[src/rtl/core/lca_lift_pkg.sv]
// lca_lift_pkg: sizes, datapath operation codes and status type for the
// binary-lifting ancestor engine; used by every module of the block but lca_lift_ram
package lca_lift_pkg;

    localparam int NODE_W      = 10;
    localparam int LEVEL_W     = 10;
    localparam int MAX_NODES   = 1024;
    localparam int LIFT_LEVELS = 11;
    localparam int IDX_W       = $clog2(LIFT_LEVELS);
    localparam int LVL_AW      = $clog2(MAX_NODES);
    localparam int ANC_DEPTH   = MAX_NODES * LIFT_LEVELS;
    localparam int ANC_AW      = $clog2(ANC_DEPTH);
    localparam int SUM_W       = ((LEVEL_W > LIFT_LEVELS - 1) ? LEVEL_W : LIFT_LEVELS - 1) + 1;

    typedef enum logic [4:0] {
        DP_NOP,
        DP_LOAD,
        DP_ADD_LVL_RD,
        DP_ADD_WR0,
        DP_ADD_RD,
        DP_ADD_WR,
        DP_Q_RDA,
        DP_Q_RDB,
        DP_Q_SWAP,
        DP_IDX_DEC,
        DP_L_RD,
        DP_L_STEP,
        DP_L_LVL,
        DP_OUT_A,
        DP_P_INIT,
        DP_P_RDA,
        DP_P_RDB,
        DP_P_CMP,
        DP_F_RD,
        DP_F_OUT
    } t_dp_op;

    typedef struct packed {
        logic lift_ok;
        logic same;
        logic idx_zero;
        logic idx_last;
    } t_dp_stat;

    function automatic logic [ANC_AW-1:0] anc_addr(input logic [NODE_W-1:0] node,
                                                   input logic [IDX_W-1:0] k);
        return ANC_AW'(node) * ANC_AW'(LIFT_LEVELS) + ANC_AW'(k);
    endfunction

endpackage

[src/rtl/core/lca_lift_ctrl.sv]
// lca_lift_ctrl: sequencer for add and query words, drives datapath ops
// depends on lca_lift_pkg
module lca_lift_ctrl
    import lca_lift_pkg::*;
(
    input  logic     i_clk,
    input  logic     i_rst_n,
    input  logic     i_start,
    input  logic     i_cmd,
    input  t_dp_stat i_stat,
    output t_dp_op   o_op,
    output logic     o_busy,
    output logic     o_valid
);

    typedef enum logic [3:0] {
        ST_IDLE,
        ST_ADD_LVL,
        ST_ADD_WR0,
        ST_ADD_RD,
        ST_ADD_WR,
        ST_Q_RDA,
        ST_Q_RDB,
        ST_Q_SWAP,
        ST_L_CHK,
        ST_L_STEP,
        ST_L_LVL,
        ST_Q_CMP,
        ST_P_RDA,
        ST_P_RDB,
        ST_P_CMP,
        ST_F_RD
    } t_state;

    t_state r_state;
    t_state n_state;
    logic   r_valid;
    logic   n_valid;
    t_dp_op op;

    always_comb begin
        n_state = r_state;
        n_valid = 1'b0;
        op      = DP_NOP;
        unique case (r_state)
            ST_IDLE: begin
                if (i_start) begin
                    op      = DP_LOAD;
                    n_state = i_cmd ? ST_Q_RDA : ST_ADD_LVL;
                end
            end
            ST_ADD_LVL: begin
                op      = DP_ADD_LVL_RD;
                n_state = ST_ADD_WR0;
            end
            ST_ADD_WR0: begin
                op      = DP_ADD_WR0;
                n_state = ST_ADD_RD;
            end
            ST_ADD_RD: begin
                op      = DP_ADD_RD;
                n_state = ST_ADD_WR;
            end
            ST_ADD_WR: begin
                op      = DP_ADD_WR;
                n_state = i_stat.idx_last ? ST_IDLE : ST_ADD_RD;
            end
            ST_Q_RDA: begin
                op      = DP_Q_RDA;
                n_state = ST_Q_RDB;
            end
            ST_Q_RDB: begin
                op      = DP_Q_RDB;
                n_state = ST_Q_SWAP;
            end
            ST_Q_SWAP: begin
                op      = DP_Q_SWAP;
                n_state = ST_L_CHK;
            end
            ST_L_CHK: begin
                if (i_stat.lift_ok) begin
                    op      = DP_L_RD;
                    n_state = ST_L_STEP;
                end else begin
                    op      = DP_IDX_DEC;
                    n_state = i_stat.idx_zero ? ST_Q_CMP : ST_L_CHK;
                end
            end
            ST_L_STEP: begin
                op      = DP_L_STEP;
                n_state = ST_L_LVL;
            end
            ST_L_LVL: begin
                op      = DP_L_LVL;
                n_state = i_stat.idx_zero ? ST_Q_CMP : ST_L_CHK;
            end
            ST_Q_CMP: begin
                if (i_stat.same) begin
                    op      = DP_OUT_A;
                    n_valid = 1'b1;
                    n_state = ST_IDLE;
                end else begin
                    op      = DP_P_INIT;
                    n_state = ST_P_RDA;
                end
            end
            ST_P_RDA: begin
                op      = DP_P_RDA;
                n_state = ST_P_RDB;
            end
            ST_P_RDB: begin
                op      = DP_P_RDB;
                n_state = ST_P_CMP;
            end
            ST_P_CMP: begin
                op      = DP_P_CMP;
                n_state = i_stat.idx_zero ? ST_F_RD : ST_P_RDA;
            end
            ST_F_RD: begin
                op      = DP_F_OUT;
                n_valid = 1'b1;
                n_state = ST_IDLE;
            end
            default: begin
                n_state = ST_IDLE;
            end
        endcase
    end

    // final read address is issued one state early, see below
    always_ff @(posedge i_clk) begin
        if (!i_rst_n) begin
            r_state <= ST_IDLE;
            r_valid <= 1'b0;
        end else begin
            r_state <= n_state;
            r_valid <= n_valid;
        end
    end

    // parent of the last lifted node is read while leaving the second pass
    assign o_op    = (r_state == ST_P_CMP && i_stat.idx_zero) ? DP_P_CMP : op;
    assign o_busy  = (r_state != ST_IDLE);
    assign o_valid = r_valid;

endmodule

[config.mk]
export PLATFORM = sky130hd
export DESIGN_NAME = lca_lift_ctrl
export DESIGN_NICKNAME = d
export VERILOG_FILES = /design/src/rtl/core/lca_lift_pkg.sv /design/src/rtl/core/lca_lift_ctrl.sv
export SDC_FILE = /design/constraint.sdc
export NUM_CORES = 1
export LEC_CHECK = 0
export ABC_AREA = 1
export BUFFER_PORTS_ARGS = -buffer_cell sky130_fd_sc_hd__buf_2
export CORE_AREA = 2 2 39 41
export CTS_CLUSTER_SIZE = 24
export DETAILED_ROUTE_END_ITERATION = 8
export DIE_AREA = 0 0 41 43
export HOLD_SLACK_MARGIN = 0.08
export SLEW_MARGIN = 20
export SYNTH_ARGS = -nofsm -noshare
export SYNTH_HDL_FRONTEND = slang
export SYNTH_SLANG_ARGS = --single-unit
[constraint.sdc]
create_clock -name i_clk -period 2.86 [get_ports i_clk]
set_input_delay 0.429 -clock i_clk [delete_from_list [all_inputs] [get_ports i_clk]]
set_output_delay 0.429 -clock i_clk [all_outputs]
set_load 0.01 [all_outputs]
=== Word-level counts from Yosys, hierarchy flattened ===
Cells that the tools add are included.
Widths: inputs -> output; s select.

* Bitwise logic cells: 0
* Muxes and demuxes: 15
* Equality and inequality tests: 16
* Shifts and indexed selects: 0
* Div/mod/pow operators: 0
* Order comparisons: 0
* Multipliers: 0
* Reductions and logical operators: 3
* $add $sub $neg: 0

{| class="wikitable"
|+ Operator list
! operator !! number
|-
| $pmux 5 s16 || 1
|-
| $pmux 4 s16 || 1
|-
| $eq 4x4->1 const B || 8
|-
| $eq 4x3->1 const B || 4
|-
| $mux 2 || 6
|-
| $eq 4x2->1 const B || 2
|-
| $mux 4 || 2
|-
| $mux 5 || 1
|-
| $eq 4x1->1 const B || 1
|-
| $logic_not 4->1 || 1
|-
| $reduce_bool 4->1 || 1
|-
| $mux 3 || 1
|-
| $mux 1 || 2
|-
| $ne 2x2->1 const B || 1
|-
| $pmux 1 s2 || 1
|-
| $logic_and 1x1->1 || 1
|}

* Bits in writable memories: 0
* Output and inout port bits: 7
* Logic and storage cells: 36
* Bits in registers: 5
* Input bits: 8
* Bits in latches: 0
* ROM bits: 0
* Memories kept: 0

=== Depth between registers and ports, before layout ===
* Word-level depth: 3
* Depth in mapped cells: 8
* Mapped depth without buffers: 8

=== Least setup slack after synthesis ===
No wires, ideal clock.

* Path kind: reg2out
* Start: register r_state[0]
* End: output o_op[0]
* Path buffers: 0
* Slack: 1.441 ns
* Arrival: 0.990 ns
* Stages on the path, launching flop included: 6
* Data required time: 2.431 ns
* Cell sequence: dfxtp_1 nand2_4 inv_2 nand3_1 o21ai_1 o21a_1

* Word-level cells in the longest chain between the ends: 3
* Elaborated cells between the ends (all ways): 19
* Those cells by class: eq/ne (15); mux (2); reduce/logical (2)

{| class="wikitable"
|+ RTL lines
! what !! RTL line !! RTL
|-
| start: declaration || lca_lift_ctrl.sv:35 || <nowiki>t_state r_state;</nowiki>
|-
| start signal: assignment || lca_lift_ctrl.sv:136 || <nowiki>r_state <= n_state;</nowiki>
|-
| $eq 4x4->1 (tied with other cells) || lca_lift_ctrl.sv:45 || <nowiki>unique case (r_state)</nowiki>
|-
| $pmux 5 s16 or $logic_and 1x1->1 (tied branches) || lca_lift_ctrl.sv:45, lca_lift_ctrl.sv:142 ||
|-
| $mux 5 (*) || lca_lift_ctrl.sv:142 || <nowiki>assign o_op = (r_state == ST_P_CMP && i_stat.idx_zero) ? DP_P_CMP : op;</nowiki>
|-
| end: declaration || lca_lift_ctrl.sv:11 || <nowiki>output t_dp_op o_op,</nowiki>
|}

Every way passes the cells marked *; elsewhere a longest branch is shown, timed or not.

=== Worst setup path in the final report ===
* Start: register r_state[1]
* End: output o_op[1]

Same word-level chain as after synthesis.

==> results.yml <==
critical_path:
  cp.required_ns: 2.43
  r2r_slack_ns: 1.60
  end_kind: "primary output"
  worstPathArrival_ns: 1.46
  crit_slowest_cell: "dfxtp_1"
  max_stage_delay_ns: 0.48
  timing.rr.end: "r_state[1]"
  path_cells: "inv_1, nand2_1, nand2_1, a21oi_1, o211ai_1, buf_2"
  crit_top_cell: "nand2_1"
  crit_fanout: 5
  worstSetupPathType: "reg -> out"
  startpoint: "r_state[1]"
  worstSetupStartpointType: "register"
  r2r_start: "r_state[1]"
  r2r_cells: 7
  endpoint: "o_op[1]"
grt:
  grt_start_max_net_pins: 8
  grt_pass1_wl_um: 1940
  grt_pass1_vias: 469
  overflow: 0
  antenna_found_initial: 0
  track_usage_pct: 15.7
placed_design:
  port-buffer-count: 14
  gp_congestion: 0.816
  hpwl_um: 1010
  place_inst: 116
job:
  cap_violations: 0
floorplanning:
  fp-row-count: 14
  fp.dieArea_sq_um: 1760
  die_height_um: 43
  fp.dieW_um: 41
  core_sq_um: 1380
  num_io_pins: 15
  initial_core_util_pct: 34.4
route:
  viasPerCell: 4.71
  ant_nets: 0
  drc: 0
  dr.pass1.iters: 4
  vias: 565
  routed_wl_um: 1220
  first_iter_violations: 11
  avgRoutedWirePerCell_um: 10.2
sta:
  fin_setup_tns_ns: 0
  hold_viol_final: 0
  finalCritPeriodShare_pct: 66.2
  slew_violations: 0
  finalSetupViolations: 0
  max-slew-margin-rel_pct: 76.2
  clock.fmax_mhz: 528
  period_minus_slack_ns: 1.89
  worst_pin_slew_ns: 0.357
  whs_ns: 0.417
  rsz0062_at_grt: "false"
  fin_worst_skew_ns: 0.00973
pwr:
  ir_drop_v: 0.000415
  p_leak_nw: 0.347
  powerDensity_nw_per_um2: 886
clocking:
  clock-sinks: 5
  cts_resized: 0
  htreeDepth: 1
  cts-buffers-inserted: 3
  cts_setup_buffers: 0
  clk-insertion-delay-late_ns: 0.24
  cts_hold_buf: 0
  cts_tree: "done"
  cts-root-buf: "clkbuf_4"
  clock_path_buffers: 2
  clk_pin_slew_ns: 0.05
logic_synthesis:
  yosysTopAreaCell: "dfxtp_1"
  synthTopCellsByArea: "dfxtp_1 (21%), nand2_1 (18%), nand3_1 (12%)"
  yosysUniqueCellTypes: 18
  netlist_instances: 86
  synth-seq-area-share_pct: 21.0
  syn_nets: 94
  synth_warnings: 0
  ys_seq_elements: 5
  synth_top_area_share_pct: 21.0
  synth.avg_cell_area_sq_um: 5.54
  synth.cell_area_sq_um: 477
layout:
  layoutNonFillerInstCount: 120
  syn_to_final_growth_pct: 24.7
  drive_above_1_share_pct: 26.0
  antenna_cells: 0
  fin_nets: 113
status:
  status: "finished, final reports clean"
hold_path:
  hold_path_class: "in -> reg"
## cells by family after synthesis
kind of cell    after synthesis  synth area share [%]
compound gates               10                  13.4
buf+inv                      17                  13.4
simple gates                 54                  52.2
flops                         5                  21.0
## worst max-delay path: cells and delay by family, from the launching register on
kind	cells	cell delay, ns
AND/OR/NAND/NOR	2	0.19
flip-flops	1	0.48
AO/OA/AOI/OAI	2	0.24
buffers and inverters	2	0.31
## cell type report
| cell class | count | area, sq um |
|---|---|---|
| Clock buffer | 3 | 22.5 |
| Clock inverter | 1 | 5.00 |
| Fill cell | 155 | 790 |
| Inverter | 17 | 63.8 |
| Multi-Input combinational cell | 64 | 313 |
| Sequential cell | 5 | 100 |
| Tap cell | 16 | 20.0 |
| Timing Repair Buffer | 14 | 70.1 |
## through the flow
| step | util, % | total power (W) | instance area, sq um | setup WS (ns) |
|---|---|---|---|---|
| finish | 42.9 | 0.000526 | 594 | 0.967 |
| global route | 42.9 | 0.000579 | 594 | 0.842 |
| CTS | 42.9 | 0.000529 | 594 | 0.979 |
| detailed placement | 41.0 | 0.000444 | 567 | 1.26 |
| global placement | 41.0 | 0.000453 | 567 | 1.23 |
| floorplan | - | 0.000353 | 477 | 1.44 |
## sequential cells by signal (all words and copies together) (netlist names)
| name | count |
|---|---|
| r_state | 4 |
| o_valid | 1 |
## Yosys cell counts
cell type	count
nand2_2	2
o211ai_1	2
o21a_1	1
o21ai_1	1
nor3_1	2
dfxtp_1	5
nand2_4	1
inv_1	13
nand3_1	11
a21oi_1	1
nand4_1	1
inv_2	4
o21ai_0	3
nor2_1	12
nand2_1	23
nor2_4	2
a21boi_1	1
o2111ai_1	1
## how the worst min path moves through the flow
stage	start	endpoint	slack, ns	cells after the start
6_report	i_rst_n	r_state[3]	0.42	3
5_1_grt	i_rst_n	r_state[1]	0.42	3
4_1_cts	i_rst_n	r_state[3]	0.41	3
3_5_place_dp	i_rst_n	r_state[3]	0.67	3
3_3_place_gp	i_rst_n	r_state[1]	0.67	3
2_1_floorplan	i_rst_n	r_state[1]	0.53	2
## routing by layer
metal,vias to the layer above,global-route usage (%),routed length (um)
met1,238,22.3,591
met2,18,23.4,561
met3,0,3.14,68
li1,309,-,-
met4,0,4.00,0
met5,-,0,0
## report_power, final
group / internal [W] / leakage, nW / switching (W) / total [W]
clock: 0.0000507 / 0.0177 / 0.0000305 / 0.0000812
combinational: 0.000120 / 0.288 / 0.000190 / 0.000310
sequential: 0.0000892 / 0.0409 / 0.0000456 / 0.000135
total: 0.000260 / 0.347 / 0.000266 / 0.000526
## cells in the final DEF (no fill, tap or decap)
master     count
a21boi_1       1
a21oi_1        1
buf_2         14
clkbuf_4       3
clkinv_2       1
dfxtp_1        5
inv_1         13
inv_2          4
nand2_1       23
nand2_2        2
nand2_4        1
nand3_1       11
nand4_1        1
nor2_1        12
nor2_4         2
nor3_1         2
o2111ai_1      1
o211ai_1       2
o21a_1         1
o21ai_0        3
o21ai_1        1
Power figures use the tool's default switching activity.
